### config.mk
export PLATFORM = sky130hd
export DESIGN_NAME = tcw_ctrl
export DESIGN_NICKNAME = d
export VERILOG_FILES = /design/src/text_console_writer_core_assert.svh /design/src/tcw_pkg.sv /design/src/tcw_ctrl.sv
export SDC_FILE = /design/constraint.sdc
export NUM_CORES = 1
export LEC_CHECK = 0
export BUFFER_PORTS_ARGS = -buffer_cell sky130_fd_sc_hd__buf_2
export CORE_AREA = 4 4 41 43
export CTS_CLUSTER_SIZE = 16
export DETAILED_ROUTE_END_ITERATION = 10
export DIE_AREA = 0 0 45 47
export PLACE_DENSITY = 0.38
export REMOVE_ABC_BUFFERS = 1
export SKIP_LAST_GASP = 1
export SLEW_MARGIN = 20
export SYNTH_ARGS = -nofsm -noshare
export SYNTH_HDL_FRONTEND = slang
export SYNTH_SLANG_ARGS = --single-unit
### constraint.sdc
create_clock -name i_clk -period 2 [get_ports i_clk]
set_clock_uncertainty 0.2 [all_clocks]
set_input_delay 0.4 -clock i_clk [delete_from_list [all_inputs] [get_ports i_clk]]
set_output_delay 0.4 -clock i_clk [all_outputs]
set_load 0.01 [all_outputs]
### src/text_console_writer_core_assert.svh
// Assertion macros for the text console writer.
// Both sample on i_clk and are held off while i_rst_n is low.
`ifndef TEXT_CONSOLE_WRITER_CORE_ASSERT_SVH
`define TEXT_CONSOLE_WRITER_CORE_ASSERT_SVH

// Same-cycle implication
`define TCW_ASSERT_IMP(label, ante, cons) \
    label: assert property (@(posedge i_clk) disable iff (!i_rst_n) (ante) |-> (cons)) \
        else $error("tcw assertion failed");

// Next-cycle implication
`define TCW_ASSERT_NXT(label, ante, cons) \
    label: assert property (@(posedge i_clk) disable iff (!i_rst_n) (ante) |=> (cons)) \
        else $error("tcw assertion failed");

`endif

### src/tcw_pkg.sv
package tcw_pkg;

    // Screen geometry
    localparam int COLUMNS    = 80;
    localparam int ROWS       = 25;
    localparam int CELL_COUNT = COLUMNS * ROWS;
    localparam int ADDR_W     = $clog2(CELL_COUNT);

    // Field widths
    localparam int CMD_W    = 2;
    localparam int CHAR_W   = 8;
    localparam int ATTR_W   = 8;
    localparam int COL_W    = 7;
    localparam int ROW_W    = 5;
    localparam int COLOUR_W = 4;
    localparam int CELL_W   = ATTR_W + CHAR_W;

    // Command codes
    localparam logic [CMD_W-1:0] CMD_PUT   = 2'd0;
    localparam logic [CMD_W-1:0] CMD_CLEAR = 2'd1;
    localparam logic [CMD_W-1:0] CMD_READ  = 2'd2;

    // Control characters
    localparam logic [CHAR_W-1:0] CH_BACKSPACE = 8'd8;
    localparam logic [CHAR_W-1:0] CH_NEWLINE   = 8'd10;
    localparam logic [CHAR_W-1:0] CH_RETURN    = 8'd13;
    localparam logic [CHAR_W-1:0] CH_BLANK     = 8'd32;

    // Register indexes on the APB port
    localparam logic REG_FG = 1'b0;
    localparam logic REG_BG = 1'b1;

    // Controller to datapath
    typedef struct packed {
        logic accept;       // latch command word, reset sweep counter
        logic put;          // apply put at cursor
        logic home;         // home cursor for clear
        logic clr_step;     // blank one cell of the clear sweep
        logic scr_step;     // one step of the scroll sweep
        logic emit;         // present the result word
        logic emit_scroll;  // result word carries the scroll flag
    } t_dp_cmd;

    // Datapath to controller
    typedef struct packed {
        logic is_put;
        logic is_clear;
        logic need_scroll;
        logic sweep_last;
    } t_dp_stat;

endpackage

### src/tcw_ctrl.sv
module tcw_ctrl import tcw_pkg::*; (
    input  logic     i_clk,
    input  logic     i_rst_n,
    input  logic     i_start,
    input  t_dp_stat i_stat,
    output t_dp_cmd  o_ctl,
    output logic     o_busy
);

    typedef enum logic [2:0] {
        S_IDLE,
        S_EXEC,
        S_CLEAR,
        S_SCROLL,
        S_SCROLL_END
    } t_state;

    t_state  r_state;
    t_state  n_state;
    logic    r_busy;
    t_dp_cmd ctl;

    // Next state and datapath commands
    always_comb begin
        n_state = r_state;
        ctl     = '0;
        unique case (r_state)
            S_IDLE: begin
                if (i_start) begin
                    ctl.accept = 1'b1;
                    n_state    = S_EXEC;
                end
            end
            S_EXEC: begin
                if (i_stat.is_put) begin
                    ctl.put = 1'b1;
                    if (i_stat.need_scroll) begin
                        n_state = S_SCROLL;
                    end else begin
                        ctl.emit = 1'b1;
                        n_state  = S_IDLE;
                    end
                end else if (i_stat.is_clear) begin
                    ctl.home = 1'b1;
                    n_state  = S_CLEAR;
                end else begin
                    ctl.emit = 1'b1;
                    n_state  = S_IDLE;
                end
            end
            S_CLEAR: begin
                ctl.clr_step = 1'b1;
                if (i_stat.sweep_last) begin
                    ctl.emit = 1'b1;
                    n_state  = S_IDLE;
                end
            end
            S_SCROLL: begin
                ctl.scr_step = 1'b1;
                if (i_stat.sweep_last) begin
                    n_state = S_SCROLL_END;
                end
            end
            S_SCROLL_END: begin
                // last copied/blank word lands in this cycle
                ctl.emit        = 1'b1;
                ctl.emit_scroll = 1'b1;
                n_state         = S_IDLE;
            end
            default: begin
                n_state = S_IDLE;
            end
        endcase
    end

    // State and busy flag
    always_ff @(posedge i_clk) begin
        if (!i_rst_n) begin
            r_state <= S_IDLE;
            r_busy  <= 1'b0;
        end else begin
            r_state <= n_state;
            r_busy  <= (n_state != S_IDLE);
        end
    end

    assign o_ctl  = ctl;
    assign o_busy = r_busy;

endmodule

==> results.json <==
{
  "ys_types": 18,
  "numCtsBuffers": 3,
  "fmax_ghz": 0.554,
  "drt_iter0_drc": 0,
  "post-route-period-util_pct": 90.3,
  "cts-root-buf": "clkbuf_4",
  "dr_total_vias": 249,
  "drive_above_1_share_pct": 46.7,
  "r2r_end": "o_busy$_SDFF_PN0_",
  "p_per_area_mw_per_mm2": 651,
  "globalplace.congestion": 0.643,
  "clkTransAtPathRegs_ps": 40,
  "slowest_stage": "dfxtp_2",
  "path_cells": "nor2b_4 -> nand2b_1 -> nor3b_2 -> buf_2",
  "yosysWarnings": 0,
  "drtAntennaViolNets": 0,
  "fp.dieW_um": 45,
  "layout.nets": 54,
  "start_util_pct": 19.9,
  "fin_util_pct": 28.0,
  "slew_headroom_pct": 78.3,
  "hold_path_class": "in2reg",
  "seq_area_frac_synth_pct": 30.9,
  "dpl-instance-area_um2": 340,
  "htree_num_levels": 1,
  "grt.overflow.total": 0,
  "grt_usage_pct": 6.80,
  "antenna_cells": 0,
  "avgSynthCellArea_um2": 8.93,
  "grt_pass1_vias": 253,
  "clock_latency_ps": 240,
  "area_delta_synth_final_pct": 40.6,
  "antenna_found_initial": 0,
  "crit_path_end_kind": "primary output",
  "seq_power_share_pct": 38.4,
  "crit_path_max_fanout": 7,
  "fp.dieH_um": 47,
  "min_to": "r_state[2]$_SDFF_PN0_",
  "clkSinkCount": 4,
  "dp_hpwl_um": 517,
  "ys_ff_latch": 4,
  "finalHoldViolCount": 0,
  "routed_wl_um": 638,
  "tightestPinTransition_ps": 325,
  "cts_setup_buffers": 0,
  "fin_tns_setup_ps": 0,
  "grt_pass1_wl_um": 993,
  "setup_viol": 0,
  "sw_frac_of_total_pct": 25.9,
  "min_path_cells": 2,
  "fin_crit_ps": 1810,
  "switching_power_uw": 61.4,
  "reg2reg_slack_ps": 730,
  "final_cell_area_um2": 364,
  "synth_area_um2": 259,
  "clkPwrFrac_pct": 42.5,
  "start_kind": "register",
  "avgRoutedWirePerCell_um": 10.6,
  "cell_internal_pwr_uw": 176,
  "critical_path_class": "reg2out",
  "worst_path_largest_cell_delay_ps": 380,
  "num_rows": 13,
  "die_area_mm2": 0.00212,
  "leakage_uw": 0.000179,
  "drc": 0,
  "grt_max_degree": 9,
  "peakVddDrop_mv": 0.401,
  "critPathArrivalTime_ps": 1210,
  "holdCritStartpoint": "i_rst_n",
  "n_fill_cell": 152,
  "status": "complete, no violations",
  "io_buffers": 14,
  "drv_slew": 0,
  "rsz0062_at_grt": "false",
  "avgViaCountPerCell": 4.15,
  "timing.critical_path.from": "r_state[0]$_SDFF_PN0_",
  "combPwrFrac_pct": 19.2,
  "dr.pass1.iters": 1,
  "cts_max_path_buffers": 2,
  "crit_required_ps": 1400,
  "syn_inst": 29,
  "reg2reg_depth": 3,
  "r2r-start": "r_state[1]$_SDFF_PN0_",
  "maxCapViolCount": 0,
  "final_common_cell": "buf_2",
  "core-area_mm2": 0.00130,
  "ioPinCount": 15,
  "tritoncts": "done"
}
layout make-up:
type	count	area, µm²	area share [%]
clock buffers	3	22.5	6.19
repair buffers	14	70.1	19.2
inverters	1	3.75	1.03
multi-input cells	23	168	46.0
well taps	15	18.8	5.15
flip-flops and latches	4	81.3	22.3
logic make-up after synthesis:
group                  after synthesis  synth area share, %
DFF                                  4                 30.9
muxes                                2                 9.66
and+or+nand+nor                     15                 41.1
buffers and inverters                2                 4.35
AOI/OAI and AO/OA                    6                 14.0
power by group through the flow:
stage	clock network, µW	logic (µW)	registers [µW]
after global placement	0	45.6	91.8
after global routing	115	50.1	91.9
after floorplan	0	26.1	91.4
after CTS	108	46.2	90.5
after detailed placement	0	46.1	91.8
final	101	45.5	90.9
what timing repair did:
item	CTS	global route
hold buffers	0	0
endpoints found under the setup margin	0	2
gates resized for setup	0	1
metrics by stage:
step,setup WS [ps],hold WS (ps),total power (µW),std cells
global placement,300,437,137,57
finish,194,220,237,60
floorplan,489,346,117,28
detailed placement,265,430,138,57
global route,76.5,216,257,60
CTS,90.7,213,244,60
routing by layer:
metal	share of wire (%)	GRT usage (%)	wire length, µm	vias up
met5	0	0	0	-
met4	0	1.75	0	0
met2	47	10.5	297	8
li1	-	-	-	135
met3	7.2	4.60	46	0
met1	46	7.74	294	106
Yosys cell counts:
| master | n | area share [%] |
|---|---|---|
| a21oi_1 | 3 | 5.8 |
| a32oi_1 | 1 | 3.4 |
| and2_1 | 1 | 2.4 |
| and3_1 | 1 | 2.4 |
| and3b_1 | 1 | 3.4 |
| buf_4 | 1 | 2.9 |
| dfxtp_1 | 4 | 31 |
| inv_1 | 1 | 1.4 |
| mux2_4 | 1 | 5.8 |
| mux2i_1 | 1 | 3.9 |
| nand2b_1 | 3 | 7.2 |
| nor2_1 | 3 | 4.3 |
| nor2b_1 | 2 | 4.8 |
| nor2b_4 | 1 | 5.3 |
| nor3b_1 | 1 | 2.9 |
| nor3b_2 | 1 | 4.8 |
| nor4b_1 | 1 | 3.4 |
| o22ai_1 | 2 | 4.8 |
critical path, delay by kind of cell (launching register included):
| family | cells | cell delay [ps] |
|---|---|---|
| AND/OR/NAND/NOR | 3 | 440 |
| buffers and inverters | 1 | 140 |
| flip-flops | 1 | 380 |
worst max path at each step:
stage / depth (start not counted) / endpoint
floorplan: 2 / o_ctl[1]
global placement: 4 / o_ctl[1]
detailed placement: 4 / o_ctl[1]
CTS: 4 / o_ctl[4]
global route: 4 / o_ctl[4]
finish: 4 / o_ctl[4]
state kept, by name, indices dropped and copies added, names as in the netlist:
register / count
r_state: 3
o_busy: 1
(Power assumes the default switching activity.)
